## src/hdl/ph32_pkg.sv

```systemverilog
package ph32_pkg;

  localparam logic [15:0] DEFAULT_BUCKETS = 16'd113;

  localparam logic [7:0] PERM_TABLE [256] = '{
    8'd98,  8'd6,   8'd85,  8'd150, 8'd36,  8'd23,  8'd112, 8'd164,
    8'd135, 8'd207, 8'd169, 8'd5,   8'd26,  8'd64,  8'd165, 8'd219,
    8'd61,  8'd20,  8'd68,  8'd89,  8'd130, 8'd63,  8'd52,  8'd102,
    8'd24,  8'd229, 8'd132, 8'd245, 8'd80,  8'd216, 8'd195, 8'd115,
    8'd90,  8'd168, 8'd156, 8'd203, 8'd177, 8'd120, 8'd2,   8'd190,
    8'd188, 8'd7,   8'd100, 8'd185, 8'd174, 8'd243, 8'd162, 8'd10,
    8'd237, 8'd18,  8'd253, 8'd225, 8'd8,   8'd208, 8'd172, 8'd244,
    8'd255, 8'd126, 8'd101, 8'd79,  8'd145, 8'd235, 8'd228, 8'd121,
    8'd123, 8'd251, 8'd67,  8'd250, 8'd161, 8'd0,   8'd107, 8'd97,
    8'd241, 8'd111, 8'd181, 8'd82,  8'd249, 8'd33,  8'd69,  8'd55,
    8'd59,  8'd153, 8'd29,  8'd9,   8'd213, 8'd167, 8'd84,  8'd93,
    8'd30,  8'd46,  8'd94,  8'd75,  8'd151, 8'd114, 8'd73,  8'd222,
    8'd197, 8'd96,  8'd210, 8'd45,  8'd16,  8'd227, 8'd248, 8'd202,
    8'd51,  8'd152, 8'd252, 8'd125, 8'd81,  8'd206, 8'd215, 8'd186,
    8'd39,  8'd158, 8'd178, 8'd187, 8'd131, 8'd136, 8'd1,   8'd49,
    8'd50,  8'd17,  8'd141, 8'd91,  8'd47,  8'd129, 8'd60,  8'd99,
    8'd154, 8'd35,  8'd86,  8'd171, 8'd105, 8'd34,  8'd38,  8'd200,
    8'd147, 8'd58,  8'd77,  8'd118, 8'd173, 8'd246, 8'd76,  8'd254,
    8'd133, 8'd232, 8'd196, 8'd144, 8'd198, 8'd124, 8'd53,  8'd4,
    8'd108, 8'd74,  8'd223, 8'd234, 8'd134, 8'd230, 8'd157, 8'd139,
    8'd189, 8'd205, 8'd199, 8'd128, 8'd176, 8'd19,  8'd211, 8'd236,
    8'd127, 8'd192, 8'd231, 8'd70,  8'd233, 8'd88,  8'd146, 8'd44,
    8'd183, 8'd201, 8'd22,  8'd83,  8'd13,  8'd214, 8'd116, 8'd109,
    8'd159, 8'd32,  8'd95,  8'd226, 8'd140, 8'd220, 8'd57,  8'd12,
    8'd221, 8'd31,  8'd209, 8'd182, 8'd143, 8'd92,  8'd149, 8'd184,
    8'd148, 8'd62,  8'd113, 8'd65,  8'd37,  8'd27,  8'd106, 8'd166,
    8'd3,   8'd14,  8'd204, 8'd72,  8'd21,  8'd41,  8'd56,  8'd66,
    8'd28,  8'd193, 8'd40,  8'd217, 8'd25,  8'd54,  8'd179, 8'd117,
    8'd238, 8'd87,  8'd240, 8'd155, 8'd180, 8'd170, 8'd242, 8'd212,
    8'd191, 8'd163, 8'd78,  8'd218, 8'd137, 8'd194, 8'd175, 8'd110,
    8'd43,  8'd119, 8'd224, 8'd71,  8'd122, 8'd142, 8'd42,  8'd160,
    8'd104, 8'd48,  8'd247, 8'd103, 8'd15,  8'd11,  8'd138, 8'd239
  };

  typedef struct packed {
    logic       start;
    logic [7:0] key_byte;
    logic       last_byte;
  } ph32_lane_req_t;

  typedef struct packed {
    logic        start;
    logic [31:0] dividend;
    logic [15:0] divisor;
  } ph32_div_req_t;

  function automatic logic [7:0] ph32_perm(input logic [7:0] idx);
    return PERM_TABLE[idx];
  endfunction

endpackage

```

## src/hdl/ph32_if.sv

```systemverilog
interface ph32_key_if;
  logic       valid;
  logic       ready;
  logic [7:0] key_byte;
  logic       last_byte;

  modport source (output valid, output key_byte, output last_byte, input ready);
  modport sink (input valid, input key_byte, input last_byte, output ready);
endinterface

interface ph32_result_if;
  logic        valid;
  logic        ready;
  logic [31:0] hash_value;
  logic [15:0] bucket_index;

  modport source (output valid, output hash_value, output bucket_index, input ready);
  modport sink (input valid, input hash_value, input bucket_index, output ready);
endinterface

interface ph32_cfg_if;
  logic        valid;
  logic        ready;
  logic [15:0] bucket_count;

  modport source (output valid, output bucket_count, input ready);
  modport sink (input valid, input bucket_count, output ready);
endinterface

```

## src/hdl/ph32_lane_unit.sv

```systemverilog
module ph32_lane_unit
  import ph32_pkg::*;
#(
  parameter int LANES = 4
) (
  input  logic           clk,
  input  logic           rst,
  input  ph32_lane_req_t req,
  output logic           done,
  output logic [31:0]    hash
);

  localparam int IDX_W = (LANES > 1) ? $clog2(LANES) : 1;

  logic [7:0]       lanes [LANES];
  logic [IDX_W-1:0] idx;
  logic             busy;
  logic             at_start;
  logic [7:0]       key_byte;
  logic             last_byte;
  logic [7:0]       seed;
  logic [7:0]       cur;
  logic [7:0]       lane_next;

  assign done = busy && (idx == IDX_W'(LANES - 1));

  always_comb begin
    seed      = ph32_perm(key_byte + 8'(idx));
    cur       = at_start ? seed : lanes[idx];
    lane_next = ph32_perm(cur ^ key_byte);
  end

  always_ff @(posedge clk) begin
    if (rst) begin
      busy     <= 1'b0;
      at_start <= 1'b1;
      idx      <= '0;
      for (int j = 0; j < LANES; j++) begin
        lanes[j] <= 8'd0;
      end
    end else if (req.start) begin
      busy      <= 1'b1;
      idx       <= '0;
      key_byte  <= req.key_byte;
      last_byte <= req.last_byte;
    end else if (busy) begin
      lanes[idx] <= lane_next;
      if (done) begin
        busy     <= 1'b0;
        at_start <= last_byte;
      end else begin
        idx <= idx + 1'b1;
      end
    end
  end

  // lanes beyond the fourth stay internal
  // the lane being updated shows its new value so the hash is complete with done
  for (genvar j = 0; j < 4; j++) begin : g_pack
    if (j < LANES) begin : g_lane
      assign hash[8*j +: 8] = (busy && (idx == IDX_W'(j))) ? lane_next : lanes[j];
    end else begin : g_zero
      assign hash[8*j +: 8] = 8'd0;
    end
  end

endmodule

```

## src/hdl/ph32_div_unit.sv

```systemverilog
module ph32_div_unit
  import ph32_pkg::*;
(
  input  logic          clk,
  input  logic          rst,
  input  ph32_div_req_t req,
  output logic          rem_valid,
  output logic [15:0]   remainder
);

  localparam logic [4:0] CNT_LAST = 5'd31;

  logic [31:0] dvd;
  logic [15:0] dvs;
  logic [15:0] rem;
  logic [4:0]  cnt;
  logic        busy;
  logic [16:0] trial;
  logic        ge;
  logic [15:0] rem_next;

  always_comb begin
    trial    = {rem, dvd[31]};
    ge       = trial >= {1'b0, dvs};
    rem_next = ge ? 16'(trial - {1'b0, dvs}) : trial[15:0];
  end

  always_ff @(posedge clk) begin
    if (rst) begin
      busy      <= 1'b0;
      rem_valid <= 1'b0;
      cnt       <= '0;
    end else if (req.start) begin
      dvd       <= req.dividend;
      dvs       <= req.divisor;
      rem       <= 16'd0;
      cnt       <= CNT_LAST;
      busy      <= 1'b1;
      rem_valid <= 1'b0;
    end else if (busy) begin
      rem <= rem_next;
      dvd <= {dvd[30:0], 1'b0};
      if (cnt == 5'd0) begin
        busy      <= 1'b0;
        rem_valid <= 1'b1;
      end else begin
        cnt <= cnt - 5'd1;
      end
    end
  end

  assign remainder = rem;

endmodule

```

## src/hdl/pearson_hash32_bucket_index_core.sv

```systemverilog
// each key byte steps through all LANES lanes in turn via permutation table lookups
// a final byte adds 32 restoring remainder steps plus one output load
// the result register lets the next key byte enter while a result waits
// synchronous reset: lanes cleared, next byte starts a key, bucket_count = 113
module pearson_hash32_bucket_index_core
  import ph32_pkg::*;
#(
  parameter int LANES = 4
) (
  input  logic               clk,
  input  logic               rst,
  ph32_key_if.sink           key,
  ph32_result_if.source      result,
  ph32_cfg_if.sink           cfg
);

  typedef enum logic [2:0] {
    S_IDLE = 3'b001,
    S_LANE = 3'b010,
    S_DIV  = 3'b100
  } state_t;

  state_t         state;
  state_t         state_next;
  logic [15:0]    bucket_count;
  logic           last_q;
  logic           out_valid;
  logic [31:0]    out_hash;
  logic [15:0]    out_index;
  logic           accept;
  logic           lane_done;
  logic [31:0]    lane_hash;
  logic           rem_valid;
  logic [15:0]    remainder;
  logic           load;
  ph32_lane_req_t lane_req;
  ph32_div_req_t  div_req;

  assign key.ready = (state == S_IDLE);
  assign accept    = key.valid && key.ready;
  assign cfg.ready = 1'b1;

  assign lane_req = '{start: accept, key_byte: key.key_byte, last_byte: key.last_byte};

  assign div_req = '{
    start:    (state == S_LANE) && lane_done && last_q,
    dividend: lane_hash,
    divisor:  (bucket_count == 16'd0) ? DEFAULT_BUCKETS : bucket_count
  };

  assign load = (state == S_DIV) && rem_valid && (!out_valid || result.ready);

  ph32_lane_unit #(.LANES(LANES)) u_lane (
    .clk  (clk),
    .rst  (rst),
    .req  (lane_req),
    .done (lane_done),
    .hash (lane_hash)
  );

  ph32_div_unit u_div (
    .clk       (clk),
    .rst       (rst),
    .req       (div_req),
    .rem_valid (rem_valid),
    .remainder (remainder)
  );

  always_comb begin
    state_next = state;
    unique case (state)
      S_IDLE: begin
        if (accept) state_next = S_LANE;
      end
      S_LANE: begin
        if (lane_done) state_next = last_q ? S_DIV : S_IDLE;
      end
      S_DIV: begin
        if (load) state_next = S_IDLE;
      end
      default: state_next = S_IDLE;
    endcase
  end

  always_ff @(posedge clk) begin
    if (rst) begin
      state        <= S_IDLE;
      bucket_count <= DEFAULT_BUCKETS;
      out_valid    <= 1'b0;
      last_q       <= 1'b0;
    end else begin
      state <= state_next;
      if (cfg.valid && cfg.ready) bucket_count <= cfg.bucket_count;
      if (accept) last_q <= key.last_byte;
      if (load) begin
        out_valid <= 1'b1;
        out_hash  <= lane_hash;
        out_index <= remainder;
      end else if (result.ready) begin
        out_valid <= 1'b0;
      end
    end
  end

  assign result.valid        = out_valid;
  assign result.hash_value   = out_hash;
  assign result.bucket_index = out_index;

endmodule
```

## src/flat_wrapper.sv

```systemverilog
// flat-port wrapper written by rule: the top's interface ports become plain ports
module pearson_hash32_bucket_index_core_flat import ph32_pkg::*;
#(
  parameter int LANES = 4
)
  (clk, rst, key_valid, key_key_byte, key_last_byte, key_ready, result_valid, result_hash_value, result_bucket_index, result_ready, cfg_valid, cfg_bucket_count, cfg_ready);
  ph32_key_if key_i ();
  ph32_result_if result_i ();
  ph32_cfg_if cfg_i ();
  input  logic clk;
  input  logic rst;
  input wire logic [$bits(key_i.valid)-1:0] key_valid;
  input wire logic [$bits(key_i.key_byte)-1:0] key_key_byte;
  input wire logic [$bits(key_i.last_byte)-1:0] key_last_byte;
  output wire logic [$bits(key_i.ready)-1:0] key_ready;
  output wire logic [$bits(result_i.valid)-1:0] result_valid;
  output wire logic [$bits(result_i.hash_value)-1:0] result_hash_value;
  output wire logic [$bits(result_i.bucket_index)-1:0] result_bucket_index;
  input wire logic [$bits(result_i.ready)-1:0] result_ready;
  input wire logic [$bits(cfg_i.valid)-1:0] cfg_valid;
  input wire logic [$bits(cfg_i.bucket_count)-1:0] cfg_bucket_count;
  output wire logic [$bits(cfg_i.ready)-1:0] cfg_ready;
  assign key_i.valid = key_valid;
  assign key_i.key_byte = key_key_byte;
  assign key_i.last_byte = key_last_byte;
  assign key_ready = key_i.ready;
  assign result_valid = result_i.valid;
  assign result_hash_value = result_i.hash_value;
  assign result_bucket_index = result_i.bucket_index;
  assign result_i.ready = result_ready;
  assign cfg_i.valid = cfg_valid;
  assign cfg_i.bucket_count = cfg_bucket_count;
  assign cfg_ready = cfg_i.ready;
  pearson_hash32_bucket_index_core #(.LANES(LANES)) u_core (.clk(clk), .rst(rst), .key(key_i), .result(result_i), .cfg(cfg_i));
endmodule
```

## config.mk

```make
export PLATFORM = sky130hd
export DESIGN_NAME = pearson_hash32_bucket_index_core_flat
export DESIGN_NICKNAME = d
export VERILOG_FILES = /design/src/hdl/ph32_pkg.sv /design/src/hdl/ph32_if.sv /design/src/hdl/ph32_lane_unit.sv /design/src/hdl/ph32_div_unit.sv /design/src/hdl/pearson_hash32_bucket_index_core.sv /design/src/flat_wrapper.sv
export SDC_FILE = /design/constraint.sdc
export NUM_CORES = 1
export LEC_CHECK = 0
export ABC_AREA = 0
export BUFFER_PORTS_ARGS = -buffer_cell sky130_fd_sc_hd__clkbuf_2
export CAP_MARGIN = 20
export CORE_UTILIZATION = 45
export DETAILED_ROUTE_END_ITERATION = 7
export PLACE_DENSITY = 0.69
export SETUP_SLACK_MARGIN = 0.3
export SKIP_CTS_REPAIR_TIMING = 1
export SLEW_MARGIN = 5
export SYNTH_ARGS = -nofsm -noshare
export SYNTH_HDL_FRONTEND = slang
export SYNTH_SLANG_ARGS = --single-unit
```

## constraint.sdc

```tcl
create_clock -name clk -period 7.8 [get_ports clk]
set_clock_uncertainty 0.05 [all_clocks]
set_input_delay 0.78 -clock clk [delete_from_list [all_inputs] [get_ports clk]]
set_output_delay 0.78 -clock clk [all_outputs]
set_load 0.005 [all_outputs]
```

==> reports/results.txt <==
status: finished clean
total gr overflow: 0
Max FO, Critical Path: 19
Worst path slowest cell: a311oi_1
CTS Buffer Depth: 2
area of the mapped netlist: 17600 um2
Avg Cell Area, Syn: 8.44 um2
area leader, netlist: edfxtp_1
Post-synth EDFFs: 153
pin count of the biggest net entering global routing: 75
initial core utilization: 45.5%
WP buf/inv: 4
Tcrit/Tclk final: 93.8%
CTS tree: yes
vias in the first global route: 17300
setup TNS: 0 ns
post-route cell area: 19200 um2
Max VDD drop: 0.000192 V
worst slew pin tran: 1.16 ns
Die W: 200 um
commonest register cell after synthesis: edfxtp_1
gpl congestion: 1.20
Cell Area, Placed: 18600 um2
GRT Util Overall: 40.5%
Worst EP required: 7.94 ns
Max Fclk: 137 MHz
DRC errors left: 0
crit-path cells: ha_1 > fa_2 > and3_4 > xnor2_4 > o21ai_1 > nor4_1 > a211oi_1 > a22oi_1 > buf_4 > mux2_2 > nor2_1 > ha_1 > buf_4 > buf_12 > nor2_1 > a311oi_1 > o221ai_1 > a22oi_4 > buf_12 > a21oi_2 > mux2_2
layout cells sized above 1: 18.6%
Yosys top cell area share: 26.1%
kind of start point of the critical path: register
Area Overhead vs Synth: 9.03%
I/O Pins: 81
final setup vio count: 0
DR iter-0 viols: 2567
Hold Fails Final Rpt: 0
first-pass GRT wire length: 117000 um
DIE HEIGHT: 200 um
FP Rows: 72
CTS root buf: clkbuf_16
filler instances: 3716
Post-DRT Antenna Nets: 0
crit path time final: 7.32 ns
CP arrival: 7.46 ns
register area share after synthesis: 30.0%
commonest cells in the netlist: nor2_1, nand2_1, edfxtp_1, a21oi_1, o21ai_0
routed vias/inst: 7.05
area of the die: 39900 um2
RSZ-0062 raised after global routing: no
Ys Warns: 0
htree depth: 4
leading post-synthesis cells by cell area: edfxtp_1, nor2_1, nand2_1, dfxtp_1, a21oi_1
total CTS buffers: 17
highest cell delay on the worst timing path: 0.81 ns
async set or reset register ratio after synthesis: 0%
Post-Synthesis Cells: 2085
crit path kind: register to register
Final Max Slew Viols: 0
top-count cell post-synth: nor2_1
Pre-antenna DRT Iters: 6
Vias: 18700
Netlist cell types: 130
maxcap violations: 0
relative slew slack: 22.9%
IO buf count: 79
Placeable Area: 38600 um2
initial antenna violation count: 3
Antenna diodes: 0
Pleak: 7.09 nW
Worst-Skew Late Latency: 0.45 ns
# nets final: 2196
Crit. End Element: register
PwrDens: 200 nW/um2
Final HPWL DP: 57900 um
CP top delay family: compound AO/OA/AOI/OAI gates
CTS sink count: 187
routed wire length: 80900 um
Synth Net Count: 2164
type of the tightest min-delay check: register to register
Wirelength per Cell: 30.5 um
#FFs+latches synth: 187
CTS clock-pin slew for the worst setup and hold paths: 0.08 ns
-- placed cells by master (no fill, tap or decap), drive strengths merged, types with 16 or more instances in the layout --
master | synthesis | routed
inv | 55 | 61
o211ai | 30 | 30
xnor2 | 29 | 29
nand2b | 29 | 29
mux2i | 52 | 52
nor3 | 60 | 60
clkbuf | 81 | 98
nand3 | 66 | 66
a31oi | 38 | 38
nand2 | 217 | 217
o21ai | 129 | 129
o221ai | 25 | 25
ha | 47 | 47
a21oi | 144 | 144
o31ai | 16 | 16
nor4 | 20 | 20
a211oi | 36 | 36
dfxtp | 34 | 34
a311oi | 24 | 24
o22ai | 18 | 18
nor2 | 252 | 252
a221oi | 19 | 19
nand4 | 29 | 29
mux2 | 22 | 22
edfxtp | 153 | 153
buf | 138 | 154
a22oi | 16 | 16
-- per-stage QoR --
step                utilization (%)  setup slack (ns)  instances  power [mW]  hold slack [ns]
finish                         49.7             0.483       2648        3.83            0.412
global route                   49.7             0.316       2648        3.93            0.432
CTS                            49.6             0.256       2648        3.72            0.414
detailed placement             48.1             0.291       2616        2.89            0.396
global placement               48.1             0.369       2615        2.93            0.393
floorplan                         -              1.47       2085        2.19            0.377
-- final timing paths --
check / depth (start not counted) / to / start / slack (ns)
worst max register to register: 21 / u_core.u_div.dvd[16] / u_core.u_lane.key_byte[0] / 0.48
worst max-delay path: 21 / u_core.u_div.dvd[16] / u_core.u_lane.key_byte[0] / 0.48
worst min register to register: 0 / u_core.u_div.dvs[13] / u_core.bucket_count[13] / 0.41
worst min-delay path: 0 / u_core.u_div.dvs[13] / u_core.bucket_count[13] / 0.41
-- worst register-to-register path, delay by kind of cell (launching register included) --
family          cells  cell delay (ns)
compound gates      7             2.56
simple gates        4             1.04
fa+ha+maj           3             0.98
mux                 2             0.68
buf+inv             4             0.65
xor+xnor            1             0.64
flops               1             0.46
-- flip-flops by register name (all words and copies together) (netlist names), named ones only --
register and cells:
u_core.result.hash_value 32, u_core.result.valid 1, u_core.u_lane.lanes 32, u_core.u_lane.at_start 1, u_core.u_div.rem_valid 1, u_core.last_q 1
u_core.bucket_count 16, u_core.u_div.busy 1, u_core.u_div.dvd 32, u_core.result.bucket_index 16, u_core.u_div.dvs 16, u_core.u_div.remainder 16
u_core.u_div.cnt 5, u_core.u_lane.key_byte 8, u_core.u_lane.idx 2, u_core.u_lane.last_byte 1, u_core.u_lane.busy 1, u_core.state 3
-- layout make-up --
cell class / count / area, um2 / area share [%]
clock buffer: 19 / 433 / 2.26
timing repair buffer: 233 / 1700 / 8.84
clock inverter: 13 / 133 / 0.691
sequential: 187 / 5280 / 27.5
multi-input combinational: 1622 / 10800 / 56.2
tap: 518 / 648 / 3.38
inverter: 56 / 218 / 1.13
-- kinds of logic (layout without fill, tap and decap cells) --
logic type / Yosys count / after routing / share of synthesized area (%)
xor gates and xnor gates: 39 / 39 / 2.50
muxes: 87 / 87 / 6.13
other: 1 / 1 / 0.0213
and+or+nand+nor: 762 / 762 / 20.7
adders and majority gates: 52 / 52 / 3.75
buffers and inverters: 276 / 321 / 9.03
AOI/OAI and AO/OA: 681 / 681 / 28.0
DFF: 187 / 187 / 30.0
-- per-layer routing --
| metal | vias up | track usage [%] | share of wire [%] |
|---|---|---|---|
| met2 | 1383 | 61.3 | 43 |
| met4 | 6 | 28.8 | 8.6 |
| li1 | 7965 | - | - |
| met3 | 404 | 11.7 | 11 |
| met5 | - | 0 | 0.056 |
| met1 | 8914 | 49.4 | 37 |
-- report_power, final --
group          switching (mW)  total (mW)  internal, mW
Combinational            1.27        1.87         0.605
Sequential             0.0236        1.12          1.10
Clock                   0.391       0.839         0.448
No activity file was read; power rests on OpenSTA's default activity.
